<file path="src/design/fqd_pkg.sv">
// fqd_pkg: shared constants, codes and types for the queue with delete
// no dependencies; imported by the interfaces, the cell and the top level
`timescale 1ns / 1ps

package fqd_pkg;

  // queue geometry
  localparam int QUEUE_DEPTH = 16;
  localparam int DATA_W      = 32;
  localparam int CNT_W       = $clog2(QUEUE_DEPTH + 1);
  localparam int IDX_W       = (QUEUE_DEPTH > 1) ? $clog2(QUEUE_DEPTH) : 1;
  localparam int OP_W        = 2;
  localparam int ST_W        = 2;
  localparam int CNT_OUT_W   = 5;

  localparam logic [CNT_W-1:0] DEPTH_CNT = CNT_W'(QUEUE_DEPTH);

  // operation codes
  localparam logic [OP_W-1:0] OP_ENQ = 2'd0;
  localparam logic [OP_W-1:0] OP_DEQ = 2'd1;
  localparam logic [OP_W-1:0] OP_DEL = 2'd2;

  // status codes
  localparam logic [ST_W-1:0] ST_OK_EMPTY    = 2'd0;
  localparam logic [ST_W-1:0] ST_OK_NONEMPTY = 2'd1;
  localparam logic [ST_W-1:0] ST_FAIL        = 2'd2;

  // per-cycle command broadcast to every cell
  typedef struct packed {
    logic              enq;    // write data at the tail slot
    logic              deq;    // every cell takes its neighbor's value
    logic              del;    // cells at or past the first match shift
    logic [DATA_W-1:0] data;   // enqueue value or search key
    logic [CNT_W-1:0]  count;  // entries held before this beat
  } fqd_ctrl_t;

endpackage

</file>
<file path="src/design/fqd_cell.sv">
// fqd_cell: one queue slot; compares against the key and shifts from its neighbor
// depends on fqd_pkg
`timescale 1ns / 1ps

module fqd_cell
  import fqd_pkg::*;
(
  input  logic              clk,
  input  logic [IDX_W-1:0]  cell_idx,
  input  fqd_ctrl_t         ctrl,
  input  logic [DATA_W-1:0] next_val,
  input  logic              hit_in,
  output logic              hit_out,
  output logic [DATA_W-1:0] val
);

  logic [DATA_W-1:0] val_r;
  logic [DATA_W-1:0] val_nxt;
  logic [CNT_W:0]    idx_ext;
  logic              occupied;
  logic              at_tail;
  logic              hit;

  // slot position against the fill level
  assign idx_ext  = {{(CNT_W + 1 - IDX_W){1'b0}}, cell_idx};
  assign occupied = idx_ext < {1'b0, ctrl.count};
  assign at_tail  = idx_ext == {1'b0, ctrl.count};

  // match chain: any match at or before this slot
  assign hit     = occupied && (val_r == ctrl.data);
  assign hit_out = hit_in || hit;

  // next slot value
  always_comb begin
    val_nxt = val_r;
    if (ctrl.deq || (ctrl.del && hit_out)) begin
      val_nxt = next_val;
    end else if (ctrl.enq && at_tail) begin
      val_nxt = ctrl.data;
    end
  end

  always_ff @(posedge clk) begin
    val_r <= val_nxt;
  end

  assign val = val_r;

endmodule
</file>
<file path="config.mk">
export PLATFORM = sky130hd
export DESIGN_NAME = fqd_cell
export DESIGN_NICKNAME = d
export VERILOG_FILES = /design/src/design/fqd_pkg.sv /design/src/design/fqd_cell.sv
export SDC_FILE = /design/constraint.sdc
export NUM_CORES = 1
export LEC_CHECK = 0
export BUFFER_PORTS_ARGS = -buffer_cell sky130_fd_sc_hd__buf_2
export CAP_MARGIN = 20
export CORE_ASPECT_RATIO = 0.7
export CORE_MARGIN = 1
export CORE_UTILIZATION = 39
export DETAILED_ROUTE_END_ITERATION = 6
export GPL_ROUTABILITY_DRIVEN = 1
export MAX_ROUTING_LAYER = met4
export PLACE_DENSITY = 0.68
export SLEW_MARGIN = 25
export SYNTH_ARGS = -nofsm -noshare
export SYNTH_HDL_FRONTEND = slang
export SYNTH_SLANG_ARGS = --single-unit
export TNS_END_PERCENT = 20
</file>
<file path="constraint.sdc">
create_clock -name clk -period 7.56 [get_ports clk]
set_input_delay 2.268 -clock clk [delete_from_list [all_inputs] [get_ports clk]]
set_output_delay 2.268 -clock clk [all_outputs]
set_load 0.005 [all_outputs]
</file>
**Word level (Yosys, flattened, before mapping)**

Cells that the tools add are included.

- Add/sub/neg operators: 0
- Multipliers: 0
- Div/mod/pow operators: 0
- $lt $le $gt $ge: 1
- Eq/ne operators: 2
- Shift operators: 0
- Multiplexer cells: 2
- Bitwise operators: 0
- Reduce and logical (&&, ||, !) cells: 6

Operators by type and width:

| kind | number |
|---|---|
| $mux 32 | 2 |
| $eq 32x32->1 | 1 |
| $eq 4x5->1 | 1 |
| $lt 4x5->1 | 1 |
| $logic_and 1x1->1 | 3 |
| $logic_or 1x1->1 | 2 |
| $reduce_bool 2->1 | 1 |

- Register bits: 32
- Bits in latches: 0
- RAM bits: 0
- ROM bits: 0
- Input bits: 78
- Output and inout port bits: 33
- Logic and storage cells: 12
- Memories: 0

**Depth between registers and ports, before layout**

- Word-level depth: 6
- Gate-level depth with buffers: 10
- Mapped depth without buffers: 8

**Least setup slack after synthesis**

OpenSTA, ideal clock, no wires.

- Kind: input-to-output
- From: input ctrl[1] in the netlist's numbering
- To: output hit_out
- Arrival: 3.830 ns
- Required time: 5.292 ns
- Path slack: 1.462 ns
- Cell stages on the path: 10
- Buffers on the path: 2
- Cell sequence: inv_1 ha_1 nor2b_1 o21ai_0 a21oi_1 nor4_4 and2_1 buf_2 buf_4 or2_1

- Longest elaborated chain between the ends: 3

Ends and longest elaborated chain:

| what | line | source |
|---|---|---|
| from (decl) | fqd_cell.sv:10 | `input fqd_ctrl_t ctrl,` |
| $lt 4x5->1 | fqd_cell.sv:26 | `assign occupied = idx_ext < {1'b0, ctrl.count};` |
| $logic_and 1x1->1 | fqd_cell.sv:30 | `assign hit = occupied && (val_r == ctrl.data);` |
| $logic_or 1x1->1 | fqd_cell.sv:31 | `assign hit_out = hit_in \|\| hit;` |
| to (decl) | fqd_cell.sv:13 | `output logic hit_out,` |

No other way between the ends.

**Worst setup path after layout**

- From: input ctrl[11] in the netlist's numbering
- To: output hit_out

- Longest elaborated chain between the ends: 3

Ends and longest elaborated chain:

| what | line |
|---|---|
| $eq 32x32->1 | fqd_cell.sv:30 |
| $logic_and 1x1->1 | fqd_cell.sv:30 |
| $logic_or 1x1->1 | fqd_cell.sv:31 |

No other way between the ends.

==> results.txt <==
The number of nets in the synthesized netlist is 331. Sequential cells account for 46.6% of the total power. Across the run, the number of max-cap violations was 0. The die covers 6620 um^2. In this run the standard cell core region covers 5900 um^2.

The final clock period utilization by the worst path came out at 81.9%. The ratio of cells with drive above 1 in the final layout is 36.5%, and the clock slew at the register clock pins of the worst setup and hold paths is 70 ps. Across all setup checks in the final design, the least slack found is 1370 ps.

The tools report the number of nets with antenna violations after detailed routing as 0. The remaining design rule violation count was 0; the number of placement rows was 23. The tools report the number of levels the H-tree was split into as 2. The longest clock path from root to sink contains 2 buffers. The placed wire-length estimate after detailed placement is 5.10 mm. The number of global-route vias before repair was 2333; the total global routing overflow was 0. Kind of critical path: in -> out.

The run gives 0 as the final-report hold violation count. Of the total synthesized cell area, the portion taken by XOR and XNOR cells is 11.4%. The number of flip-flops under the largest register name is 32. Of the synthesized area, sequential elements account for 39.2%. The internal power consumption was 362 uW.

The clock network accounts for 24.7% of the total power. Power dissipated by switching net loads: 154 uW. STA classifies the critical path startpoint as an input port.

The run gives 52.1% as the worst relative slew slack. The tools report the number of placed I/O pins as 111. Data on the critical path arrives at its endpoint at 3920 ps.

The multiplexer share of the synthesized area came out at 0%. The net switching fraction of the power works out to 29.9%. 0 antenna diodes ended up in the layout. For the standby leakage power, the log shows 0.00138 uW.

The worst setup path is captured at an output pin. The logs give 1220 ps for the worst hold margin and 0.0658 mV for the peak supply drop. TritonCTS built the clock tree.

The height of the chip works out to 68.4 um. Yosys printed 0 warnings. Layout overhead on the synthesized area: 28.0%.

The tools report the netlist area before placement as 2450 um^2. The run finished with clean final reports. Setup violations remaining at the end of the flow were counted as 0. The number of max-slew violations in the final report was 0; the x dimension of the die was 96.8 um. Yosys mapped the design onto 26 distinct sky130hd cell types. The average cell area after synthesis works out to 9.85 um^2. Summing the areas of all and, or, nand and nor instances in the mapped netlist gives 9.84% of the synthesized area.

The share of total power dissipated in combinational logic is 28.7%. For this block, the initial DRC count from the detailed router was 110. Entering global routing, the biggest net connects 36 pins.

The average detailed-routed wire length per instance was 18.3 um. Once layout is complete, the utilization of the core stands at 53.2%. For the count of vias placed by the detailed router, the log shows 2453. Leaving out fill and tap cells, the most frequent cell in the layout is buf_2. In this run the worst path has a maximum fanout of 3. CTS saw 32 sinks.

The tools report the CTS root buffer as clkbuf_8. Counting flops and latches in the post-synthesis netlist gives 32. In the synthesized netlist, the number of instances is 249. For the count of hold-fix buffers inserted at cts, the log shows 0. The critical path required time came out at 5290 ps. The later pin in the worst-skew pair is clocked with a latency of 280 ps. Adding up every negative setup slack in the final design gives 0 ps.

The number of nets in the final layout is 432, and the shortest clock period the worst path allows after layout is 6190 ps. After Yosys synthesis, full adders, half adders and majority gates account for 2.04% of the synthesized area. The tightest min-delay check is of the reg -> reg type. In the global route stage, overall resource usage came out at 24.0%. For the post-CTS setup buffer count, the log shows 0. In the layout the commonest cells are buf_2, a21oi_1, nand2_1. Dominant combinational cell family by area after synthesis: compound AO/OA/AOI/OAI gates. Routability-driven placement congestion ratio: 0.780. Derived from the worst setup path, the maximum achievable clock frequency is 0.162 GHz. Number of detailed-routing iterations run before antenna repair: 4.

The wire length reported by the detailed router is 7.78 mm, and the via count normalized by instance count is 5.76. At the placement stage, the worst setup path has a slack of 1360 ps. Between clock sinks in the finished design, the worst skew comes to 7.53 ps. Fraction of the mapped netlist area in compound gates: 32.4%.

The slew at the pin closest to its max-slew limit works out to 718 ps. The number of port buffers was 110; the areal power density over the cells was 164 nW/um^2. The tools report the number of antenna violations at the first check in global routing as 0.

Setup repair after global routing left no endpoint under its margin. Post-CTS repair changed the size of 0 cells. The first global-routing pass estimated 11.9 mm of wire. Overall power consumption after layout is estimated at 516 uW. The starting density of the core came out at 41.6%. Clock tree synthesis inserted a total of 5 buffers.
==> critical path, cell delays in order <==
cell	delay [ps]
buf_2	120
xor2_1	140
nor4_1	500
nand4_1	220
nor4_4	310
and2_1	190
or2_1	100
buf_2	100
==> worst paths after layout <==
check / endpoint / slack (ps) / from / depth (start not counted)
worst min-delay path: val[8] / 1220 / val[0] / 6
worst max register to register: val[19] / 4110 / val[6] / 8
worst max-delay path: hit_out / 1370 / ctrl[11] / 8
worst min register to register: val[8] / 1220 / val[0] / 6
==> kinds of logic after synthesis <==
family | Yosys count
compound gates | 101
buf+inv | 29
simple gates | 51
flops | 32
xor+xnor | 32
fa+ha+maj | 4
==> cell type report <==
class                           instances  area [um^2]
Sequential cell                        32          961
Tap cell                               75         93.8
Clock buffer                            5         68.8
Clock inverter                          3         13.8
Timing Repair Buffer                  117          603
Multi-Input combinational cell        188         1380
Inverter                                6         22.5
Fill cell                             562         2760
==> per-layer routing <==
metal  up-vias  global-route usage (%)  share of wire [%]
met5         -                       -                  0
met4         0                    5.04               0.37
met3         4                    3.88                8.3
met2       110                    37.5                 45
met1      1159                    33.1                 47
li1       1180                       -                  -
==> power by group through the flow <==
| stage | Combinational, uW | Clock (uW) | Sequential [uW] |
|---|---|---|---|
| 2_1_floorplan | 74.3 | 0 | 246 |
| 3_3_place_gp | 145 | 0 | 244 |
| 3_5_place_dp | 148 | 0 | 244 |
| 4_1_cts | 149 | 130 | 241 |
| 5_1_grt | 162 | 138 | 243 |
| 6_report | 148 | 128 | 240 |
==> synth_stat cells, drive strengths merged <==
cell type | instances | area share, %
a21oi | 33 | 6.7
nand2 | 33 | 5.0
a22o | 32 | 11
a311o | 32 | 13
edfxtp | 32 | 39
clkbuf | 16 | 2.4
xnor2 | 16 | 5.7
xor2 | 16 | 5.7
buf | 7 | 1.7
inv | 6 | 0.92
nor4 | 5 | 1.9
ha | 4 | 2.0
nand4 | 4 | 1.0
nor2 | 3 | 0.46
a211o | 1 | 0.36
a21o | 1 | 0.31
and2 | 1 | 0.26
nand2b | 1 | 0.26
nand3 | 1 | 0.20
nor2b | 1 | 0.26
nor3 | 1 | 0.20
o2111ai | 1 | 0.36
o21ai | 1 | 0.20
or2 | 1 | 0.26
==> metrics by stage <==
step | instance area [um^2] | cells
after CTS | 3140 | 426
after global placement | 3060 | 418
final | 3140 | 426
after global routing | 3140 | 426
after detailed placement | 3060 | 418
after floorplan | 2450 | 249
Power figures use the tool's default switching activity.
